[config.mk]
export PLATFORM = sky130hd
export DESIGN_NAME = ir_pulse_distance_frame_tx
export DESIGN_NICKNAME = d
export VERILOG_FILES = /design/src/irtx_pkg.sv /design/src/irtx_cfg_regs.sv /design/src/irtx_frame_fsm.sv /design/src/ir_pulse_distance_frame_tx.sv
export SDC_FILE = /design/constraint.sdc
export NUM_CORES = 1
export LEC_CHECK = 0
export BUFFER_PORTS_ARGS = -buffer_cell sky130_fd_sc_hd__clkbuf_2
export CORE_UTILIZATION = 40
export DETAILED_ROUTE_END_ITERATION = 16
export GPL_TIMING_DRIVEN = 0
export PLACE_DENSITY_LB_ADDON = 0.05
export RECOVER_POWER = 50
export SLEW_MARGIN = 10
export SYNTH_ARGS = -nofsm -noshare
export SYNTH_HDL_FRONTEND = slang
export SYNTH_SLANG_ARGS = --single-unit
[constraint.sdc]
create_clock -name clk -period 6 [get_ports clk]
set_input_delay 0.3 -clock clk [delete_from_list [all_inputs] [get_ports clk]]
set_output_delay 0.3 -clock clk [all_outputs]
set_load 0.03 [all_outputs]
[src/irtx_pkg.sv]
package irtx_pkg;

  localparam int unsigned BYTE_W   = 8;
  localparam int unsigned LEN_W    = 16;
  localparam int unsigned CFG_IDX_W = 2;

  // register indexes on the configuration channel
  localparam logic [CFG_IDX_W-1:0] REG_LEADER_BURST = 2'd0;
  localparam logic [CFG_IDX_W-1:0] REG_LEADER_GAP   = 2'd1;
  localparam logic [CFG_IDX_W-1:0] REG_SLOT         = 2'd2;

  localparam logic [LEN_W-1:0] LEADER_BURST_RST = 16'd9000;
  localparam logic [LEN_W-1:0] LEADER_GAP_RST   = 16'd4500;
  localparam logic [LEN_W-1:0] SLOT_RST         = 16'd562;

  // item kinds on in_tuser
  localparam logic KIND_TICK  = 1'b0;
  localparam logic KIND_START = 1'b1;

  typedef enum logic [6:0] {
    PH_IDLE       = 7'b0000001,
    PH_LEAD_BURST = 7'b0000010,
    PH_LEAD_GAP   = 7'b0000100,
    PH_BIT_BURST  = 7'b0001000,
    PH_BIT_GAP    = 7'b0010000,
    PH_STOP_BURST = 7'b0100000,
    PH_STOP_GAP   = 7'b1000000
  } phase_t;

  typedef struct packed {
    logic [LEN_W-1:0] leader_burst;
    logic [LEN_W-1:0] leader_gap;
    logic [LEN_W-1:0] slot;
  } seg_len_t;

  typedef struct packed {
    logic              kind;
    logic [BYTE_W-1:0] frame_data;
    logic [BYTE_W-1:0] frame_address;
  } tx_item_t;

  typedef struct packed {
    logic frame_done;
    logic busy_res;
    logic carrier_on;
  } tx_result_t;

  // a programmed length of zero runs as one tick
  function automatic logic [LEN_W-1:0] at_least_one(input logic [LEN_W-1:0] v);
    at_least_one = (v == '0) ? LEN_W'(1) : v;
  endfunction

endpackage

[src/irtx_cfg_regs.sv]
module irtx_cfg_regs
  import irtx_pkg::*;
(
  input  logic                 clk,
  input  logic                 rst_n,
  input  logic                 wr_en,
  input  logic [CFG_IDX_W-1:0] wr_index,
  input  logic [LEN_W-1:0]     wr_data,
  output seg_len_t             seg_len
);

  seg_len_t seg_len_r;

  always_ff @(posedge clk) begin
    if (!rst_n) begin
      seg_len_r.leader_burst <= LEADER_BURST_RST;
      seg_len_r.leader_gap   <= LEADER_GAP_RST;
      seg_len_r.slot         <= SLOT_RST;
    end else if (wr_en) begin
      unique case (wr_index)
        REG_LEADER_BURST: seg_len_r.leader_burst <= wr_data;
        REG_LEADER_GAP:   seg_len_r.leader_gap   <= wr_data;
        REG_SLOT:         seg_len_r.slot         <= wr_data;
        default: ;  // drop writes past the register list
      endcase
    end
  end

  assign seg_len = seg_len_r;

endmodule

[src/irtx_frame_fsm.sv]
module irtx_frame_fsm
  import irtx_pkg::*;
(
  input  logic       clk,
  input  logic       rst_n,
  input  logic       step,
  input  tx_item_t   item,
  input  seg_len_t   seg_len,
  output tx_result_t result
);

  phase_t            phase_r, phase_nxt;
  logic [1:0]        byte_sel_r, byte_sel_nxt;
  logic [2:0]        bit_pos_r, bit_pos_nxt;
  logic [1:0]        slot_r, slot_nxt;
  logic [LEN_W-1:0]  rem_r, rem_nxt;
  logic [BYTE_W-1:0] addr_r, addr_nxt;
  logic [BYTE_W-1:0] data_r, data_nxt;
  logic              carrier_r, carrier_nxt;
  logic              done;

  logic [BYTE_W-1:0] cur_byte;
  logic              cur_bit;
  logic [LEN_W-1:0]  rem_dec;
  logic [LEN_W-1:0]  slot_len;

  assign cur_byte = (byte_sel_r[1] ? data_r : addr_r) ^ {BYTE_W{byte_sel_r[0]}};
  assign cur_bit  = cur_byte[3'd7 - bit_pos_r];
  assign rem_dec  = (rem_r == '0) ? '0 : rem_r - LEN_W'(1);
  assign slot_len = at_least_one(seg_len.slot);

  always_comb begin
    phase_nxt    = phase_r;
    byte_sel_nxt = byte_sel_r;
    bit_pos_nxt  = bit_pos_r;
    slot_nxt     = slot_r;
    rem_nxt      = rem_r;
    addr_nxt     = addr_r;
    data_nxt     = data_r;
    carrier_nxt  = carrier_r;
    done         = 1'b0;

    if (item.kind == KIND_START) begin
      addr_nxt     = item.frame_address;
      data_nxt     = item.frame_data;
      byte_sel_nxt = '0;
      bit_pos_nxt  = '0;
      slot_nxt     = '0;
      phase_nxt    = PH_LEAD_BURST;
      rem_nxt      = at_least_one(seg_len.leader_burst);
      carrier_nxt  = 1'b1;
    end else if (phase_r == PH_IDLE) begin
      phase_nxt   = PH_IDLE;
      rem_nxt     = '0;
      carrier_nxt = 1'b0;
    end else begin
      rem_nxt = rem_dec;
      if (rem_dec == '0) begin
        // segment over: load the next one
        unique case (phase_r)
          PH_LEAD_BURST: begin
            phase_nxt   = PH_LEAD_GAP;
            rem_nxt     = at_least_one(seg_len.leader_gap);
            carrier_nxt = 1'b0;
          end
          PH_LEAD_GAP: begin
            byte_sel_nxt = '0;
            bit_pos_nxt  = '0;
            phase_nxt    = PH_BIT_BURST;
            rem_nxt      = slot_len;
            carrier_nxt  = 1'b1;
          end
          PH_BIT_BURST: begin
            slot_nxt    = '0;
            phase_nxt   = PH_BIT_GAP;
            rem_nxt     = slot_len;
            carrier_nxt = 1'b0;
          end
          PH_BIT_GAP: begin
            rem_nxt = slot_len;
            if (cur_bit && slot_r < 2'd2) begin
              // a one bit holds the gap for three slots
              slot_nxt    = slot_r + 2'd1;
              phase_nxt   = PH_BIT_GAP;
              carrier_nxt = 1'b0;
            end else begin
              slot_nxt    = '0;
              carrier_nxt = 1'b1;
              phase_nxt   = PH_BIT_BURST;
              bit_pos_nxt = bit_pos_r + 3'd1;
              if (bit_pos_r == 3'd7) begin
                if (byte_sel_r == 2'd3) begin
                  byte_sel_nxt = '0;
                  phase_nxt    = PH_STOP_BURST;
                end else begin
                  byte_sel_nxt = byte_sel_r + 2'd1;
                end
              end
            end
          end
          PH_STOP_BURST: begin
            phase_nxt   = PH_STOP_GAP;
            rem_nxt     = slot_len;
            carrier_nxt = 1'b0;
          end
          default: begin
            phase_nxt   = PH_IDLE;
            rem_nxt     = '0;
            carrier_nxt = 1'b0;
            done        = 1'b1;
          end
        endcase
      end
    end
  end

  always_ff @(posedge clk) begin
    if (!rst_n) begin
      phase_r    <= PH_IDLE;
      byte_sel_r <= '0;
      bit_pos_r  <= '0;
      slot_r     <= '0;
      rem_r      <= '0;
      addr_r     <= '0;
      data_r     <= '0;
      carrier_r  <= 1'b0;
    end else if (step) begin
      phase_r    <= phase_nxt;
      byte_sel_r <= byte_sel_nxt;
      bit_pos_r  <= bit_pos_nxt;
      slot_r     <= slot_nxt;
      rem_r      <= rem_nxt;
      addr_r     <= addr_nxt;
      data_r     <= data_nxt;
      carrier_r  <= carrier_nxt;
    end
  end

  assign result.carrier_on = carrier_nxt;
  assign result.busy_res   = (phase_nxt != PH_IDLE);
  assign result.frame_done = done;

endmodule

[src/ir_pulse_distance_frame_tx.sv]
// Pulse-distance IR frame transmitter: a start item (in_tuser high) loads an address and a
// data byte and begins a frame; each tick item (in_tuser low) advances it by one microsecond.
// Every item yields exactly one result carrying the carrier gate and busy flag, with out_tlast
// marking the tick that ends the stop gap. The block takes one item per clock while out_tready
// allows it: an input register feeds the frame sequencer, whose result lands in an output
// register. Configuration writes are accepted every cycle and should be issued while no item
// is in flight.
module ir_pulse_distance_frame_tx
  import irtx_pkg::*;
(
  input  logic                 clk,
  input  logic                 rst_n,
  input  logic                 in_tvalid,
  output logic                 in_tready,
  input  logic [15:0]          in_tdata,   // [7:0] frame_address, [15:8] frame_data
  input  logic                 in_tuser,   // kind
  output logic                 out_tvalid,
  input  logic                 out_tready,
  output logic [7:0]           out_tdata,  // [0] carrier_on, [1] busy_res, [7:2] zero
  output logic                 out_tlast,  // frame_done
  input  logic                 cfg_valid,
  output logic                 cfg_ready,
  input  logic [CFG_IDX_W-1:0] cfg_index,
  input  logic [LEN_W-1:0]     cfg_data
);

  tx_item_t   item_r;
  logic       item_vld_r;
  tx_result_t res_r;
  logic       res_vld_r;
  tx_result_t res_nxt;
  seg_len_t   seg_len;
  logic       advance;
  logic       step;

  assign cfg_ready = 1'b1;
  assign advance   = !res_vld_r || out_tready;
  assign step      = item_vld_r && advance;
  assign in_tready = !item_vld_r || advance;

  irtx_cfg_regs u_cfg (
    .clk      (clk),
    .rst_n    (rst_n),
    .wr_en    (cfg_valid && cfg_ready),
    .wr_index (cfg_index),
    .wr_data  (cfg_data),
    .seg_len  (seg_len)
  );

  irtx_frame_fsm u_fsm (
    .clk     (clk),
    .rst_n   (rst_n),
    .step    (step),
    .item    (item_r),
    .seg_len (seg_len),
    .result  (res_nxt)
  );

  always_ff @(posedge clk) begin
    if (!rst_n) begin
      item_vld_r <= 1'b0;
    end else if (in_tready) begin
      item_vld_r <= in_tvalid;
    end
  end

  always_ff @(posedge clk) begin
    if (in_tvalid && in_tready) begin
      item_r.kind          <= in_tuser;
      item_r.frame_address <= in_tdata[7:0];
      item_r.frame_data    <= in_tdata[15:8];
    end
  end

  always_ff @(posedge clk) begin
    if (!rst_n) begin
      res_vld_r <= 1'b0;
    end else if (advance) begin
      res_vld_r <= item_vld_r;
    end
  end

  always_ff @(posedge clk) begin
    if (step) begin
      res_r <= res_nxt;
    end
  end

  assign out_tvalid = res_vld_r;
  assign out_tdata  = {6'd0, res_r.busy_res, res_r.carrier_on};
  assign out_tlast  = res_r.frame_done;

endmodule

==> results.rst <==
.. list-table::
   :header-rows: 1

   * - Metric
     - Value
   * - Via count of the first global-routing pass
     - 4815
   * - Share of the cycle needed by the critical path after routing
     - 0.570
   * - Minimum clock period after layout
     - 3.42 ns
   * - Max Cap Violations
     - 0
   * - Number of warnings issued by yosys
     - 0
   * - Post-CTS resize count
     - 0
   * - Top cell type by total area after synthesis
     - sky130_fd_sc_hd__dfxtp_1
   * - Horizontal die dimension
     - 122 microns
   * - Critical-path maximum fanout
     - 10
   * - Hold crit path type
     - primary input to flop
   * - Final std cells w/o fill
     - 932
   * - Transition at the pin with the smallest max-transition slack
     - 1.05 ns
   * - Data required time at the worst endpoint
     - 6.13 ns
   * - Residual antenna-violating net count after detailed routing
     - 0
   * - Asr flop ratio synth
     - 0
   * - Post-route clock skew
     - 0.00824 ns
   * - Standard-cell rows
     - 43
   * - Clock-pin slew on the worst setup and hold paths
     - 0.05 ns
   * - Cell area after placement
     - 6190 sq um
   * - Peak supply drop
     - 0.193 mV
   * - Top post-synthesis cells by area
     - sky130_fd_sc_hd__dfxtp_1, sky130_fd_sc_hd__edfxtp_1, sky130_fd_sc_hd__nand2_1
   * - Seq/Total Area, Yosys
     - 0.444
   * - TritonCTS buffer count
     - 17
   * - Area of the multi-input gates
     - 2940 sq um
   * - Routed met2 length
     - 7.19 mm
   * - Worst setup timing slack at the placement stage
     - 2.65 ns
   * - Worst Setup Path Type
     - flop to flop
   * - Top Metal Used
     - met4
   * - Critical path's slowest cell
     - sky130_fd_sc_hd__dfxtp_1
   * - TritonCTS clock tree
     - yes
   * - CP Launch Type
     - flop
   * - Delay of the slowest cell on the worst path
     - 0.48 ns
   * - Final Core Density
     - 0.483
   * - Number of library cell types mapped by synthesis
     - 69
   * - Peak Freq
     - 293 MHz
   * - Fraction of final layout cells with drive strength greater than 1
     - 0.134
   * - Setup repair after global routing missed its margin
     - false
   * - Data arrival time of the worst path
     - 3.55 ns
   * - Result of the run
     - finished, final reports clean
   * - DIE HEIGHT
     - 122 microns
   * - Antenna diode count
     - 0
   * - Finished Cell Area
     - 6720 sq um
   * - Placed Cells incl. Taps
     - 900
   * - Sum of negative setup slack
     - 0 ns
   * - Mean instance size in the synthesized netlist
     - 8.52 sq um
   * - Final hold vios
     - 0
   * - Number of I/O pins
     - 52
   * - Initial core utilization
     - 0.411
   * - Type of destination of the critical path
     - flop
   * - Met1 Wirelength
     - 8.06 mm
   * - Pin count of the biggest net entering global routing
     - 18
   * - Pleak
     - 2.50 nW
   * - Final routed wirelength across all metal layers
     - 16.4 mm
   * - DP Wirelength
     - 12.2 mm
   * - Setup bufs post-CTS
     - 0
   * - Cells traversed along the worst timing path
     - inv_1 > ha_1 > or4b_1 > nor4b_1 > nand3_1 > o31ai_1 > nand3_2 > buf_2 > mux2i_1 > nor3_1 > o221ai_1
   * - Primary FF master, synth
     - sky130_fd_sc_hd__dfxtp_1
   * - Hold WS
     - 0.0481 ns
   * - Top cell type's share of synthesized area
     - 0.339
   * - Number of storage elements in the synthesis netlist
     - 117
   * - Detailed-route DRC error count
     - 0
   * - Via-to-Cell Ratio
     - 5.53
   * - First-pass GRT wire length
     - 26.4 mm
   * - Clock latency at the later pin of the worst-skew pair
     - 0.42 ns
   * - Remaining global-route overflow
     - 0
   * - Pwr dens
     - 302 nW/um^2
   * - Wire length on met3
     - 918 microns
   * - # nets final
     - 784
   * - Synthesized cell area
     - 5730 sq um
   * - Total count of max-transition violations in the final report
     - 0
   * - Number of enable flip-flop cells after synthesis
     - 20
   * - Power, Total
     - 2.03 mW
   * - IO Port Bufs
     - 43
   * - Total number of H-tree levels
     - 4
   * - CTS Sinks
     - 117
   * - Highest-count cells in the layout ignoring fill and taps
     - sky130_fd_sc_hd__nand2_1, sky130_fd_sc_hd__dfxtp_1, sky130_fd_sc_hd__a21boi_0
   * - Most common library cell in the layout ignoring fill and taps
     - sky130_fd_sc_hd__nand2_1
   * - Number of iterations in the first detailed-routing pass
     - 5
   * - Total Routing Usage GR
     - 0.238
   * - Via count
     - 5157
   * - Number of buffers on the longest clock path
     - 2
   * - Detailed router's first-iteration violation count
     - 350
   * - # hold bufs at CTS
     - 0
   * - Number of instances in the synthesized netlist
     - 672
   * - Relative max-transition margin
     - 0.301
   * - Area growth syn-to-layout
     - 17.4%
   * - Final Setup Violations
     - 0
   * - Per-cell routed wire length
     - 17.6 microns
   * - Final Worst Setup Slack
     - 2.58 ns
   * - Worst path bufs/invs
     - 2
   * - Floorplan die area
     - 14800 sq um
   * - Kind of cell adding the most delay to the critical path
     - simple AND/OR/NAND/NOR gates
   * - Library cell used as clock root buffer
     - sky130_fd_sc_hd__clkbuf_16
   * - Core region area
     - 13900 sq um
   * - Initial antenna violation count
     - 0
   * - Layout filler cell count
     - 1426
   * - Reg area
     - 2540 sq um
   * - Final RePlAce weighted congestion
     - 0.921
## Yosys cell counts (4+ instances only)
master / n
sky130_fd_sc_hd__edfxtp_1: 20
sky130_fd_sc_hd__clkbuf_1: 38
sky130_fd_sc_hd__buf_2: 5
sky130_fd_sc_hd__nand3_1: 27
sky130_fd_sc_hd__a21boi_0: 53
sky130_fd_sc_hd__a22o_1: 13
sky130_fd_sc_hd__o21ai_1: 7
sky130_fd_sc_hd__buf_4: 7
sky130_fd_sc_hd__nand2_1: 152
sky130_fd_sc_hd__xnor2_1: 7
sky130_fd_sc_hd__nor2b_1: 4
sky130_fd_sc_hd__a221oi_1: 5
sky130_fd_sc_hd__nor2_1: 32
sky130_fd_sc_hd__nor4_1: 14
sky130_fd_sc_hd__o21ai_0: 36
sky130_fd_sc_hd__dfxtp_1: 97
sky130_fd_sc_hd__and2_1: 6
sky130_fd_sc_hd__nor3_1: 15
sky130_fd_sc_hd__a22oi_1: 6
sky130_fd_sc_hd__a21oi_1: 26
sky130_fd_sc_hd__xor2_1: 6
sky130_fd_sc_hd__inv_1: 9
sky130_fd_sc_hd__nand3b_1: 4
sky130_fd_sc_hd__mux4_2: 5
sky130_fd_sc_hd__nand4_1: 6
sky130_fd_sc_hd__or4_1: 4
sky130_fd_sc_hd__ha_1: 5
## routing by layer
layer	vias up	track usage
met5	-	0
li1	2531	-
met2	156	0.357
met3	22	0.0487
met1	2448	0.336
met4	0	0.0849
## sequential cells by signal (all words and copies together) (netlist names)
register          flops
out_tvalid            1
u_fsm.bit_pos_r       3
item_r               17
u_fsm.carrier_r       1
u_fsm.byte_sel_r      2
u_fsm.slot_r          2
u_fsm.data_r          8
u_fsm.phase_r         7
out_tlast             1
out_tdata             2
item_vld_r            1
u_fsm.rem_r          16
u_cfg.seg_len        48
u_fsm.addr_r          8
## path summary, 6_finish.rpt
check	start	end	slack (ns)	cells after the start
max reg2reg	u_fsm.rem_r[0]$_SDFFE_PN0P_	out_tdata[1]$_DFFE_PP_	2.58	11
min	in_tdata[14]	item_r[14]$_DFFE_PP_	0.05	1
min reg2reg	u_fsm.carrier_r$_SDFFE_PN0P_	u_fsm.carrier_r$_SDFFE_PN0P_	0.46	2
max	u_fsm.rem_r[0]$_SDFFE_PN0P_	out_tdata[1]$_DFFE_PP_	2.58	11
## kinds of logic (layout without fill, tap and decap cells)
| family | Yosys count | count (layout) | share of synthesized area |
|---|---|---|---|
| AO/OA/AOI/OAI | 176 | 176 | 0.210 |
| XOR/XNOR | 13 | 13 | 0.0199 |
| adder cells (fa/ha/maj) | 5 | 5 | 0.0109 |
| buffers and inverters | 60 | 135 | 0.0463 |
| flip-flops | 117 | 117 | 0.444 |
| multiplexers | 7 | 7 | 0.0234 |
| other | 2 | 7 | 0.00131 |
| AND/OR/NAND/NOR | 292 | 292 | 0.244 |
## power by group
group / internal [mW] / leakage, nW / switching (mW)
clock network: 0.564 / 0.248 / 0.368
logic: 0.0880 / 1.27 / 0.151
registers: 0.833 / 0.985 / 0.0283
total: 1.49 / 2.50 / 0.547
## worst reg2reg max path: cells and delay by family, from the launching register on
| kind | cells | cell delay (ns) |
|---|---|---|
| simple gates | 5 | 1.33 |
| flops | 1 | 0.48 |
| compound gates | 2 | 0.45 |
| buf+inv | 2 | 0.40 |
| mux | 1 | 0.14 |
| fa+ha+maj | 1 | 0.32 |
## final cells by class
cell class | count | share of cell area
buffer | 51 | 0.0344
inverter | 9 | 0.00502
tap | 180 | 0.0335
multi-input combinational | 500 | 0.437
sequential | 117 | 0.378
timing repair buffer | 43 | 0.0309
clock buffer | 19 | 0.0644
clock inverter | 13 | 0.0166
(Power assumes the default switching activity.)
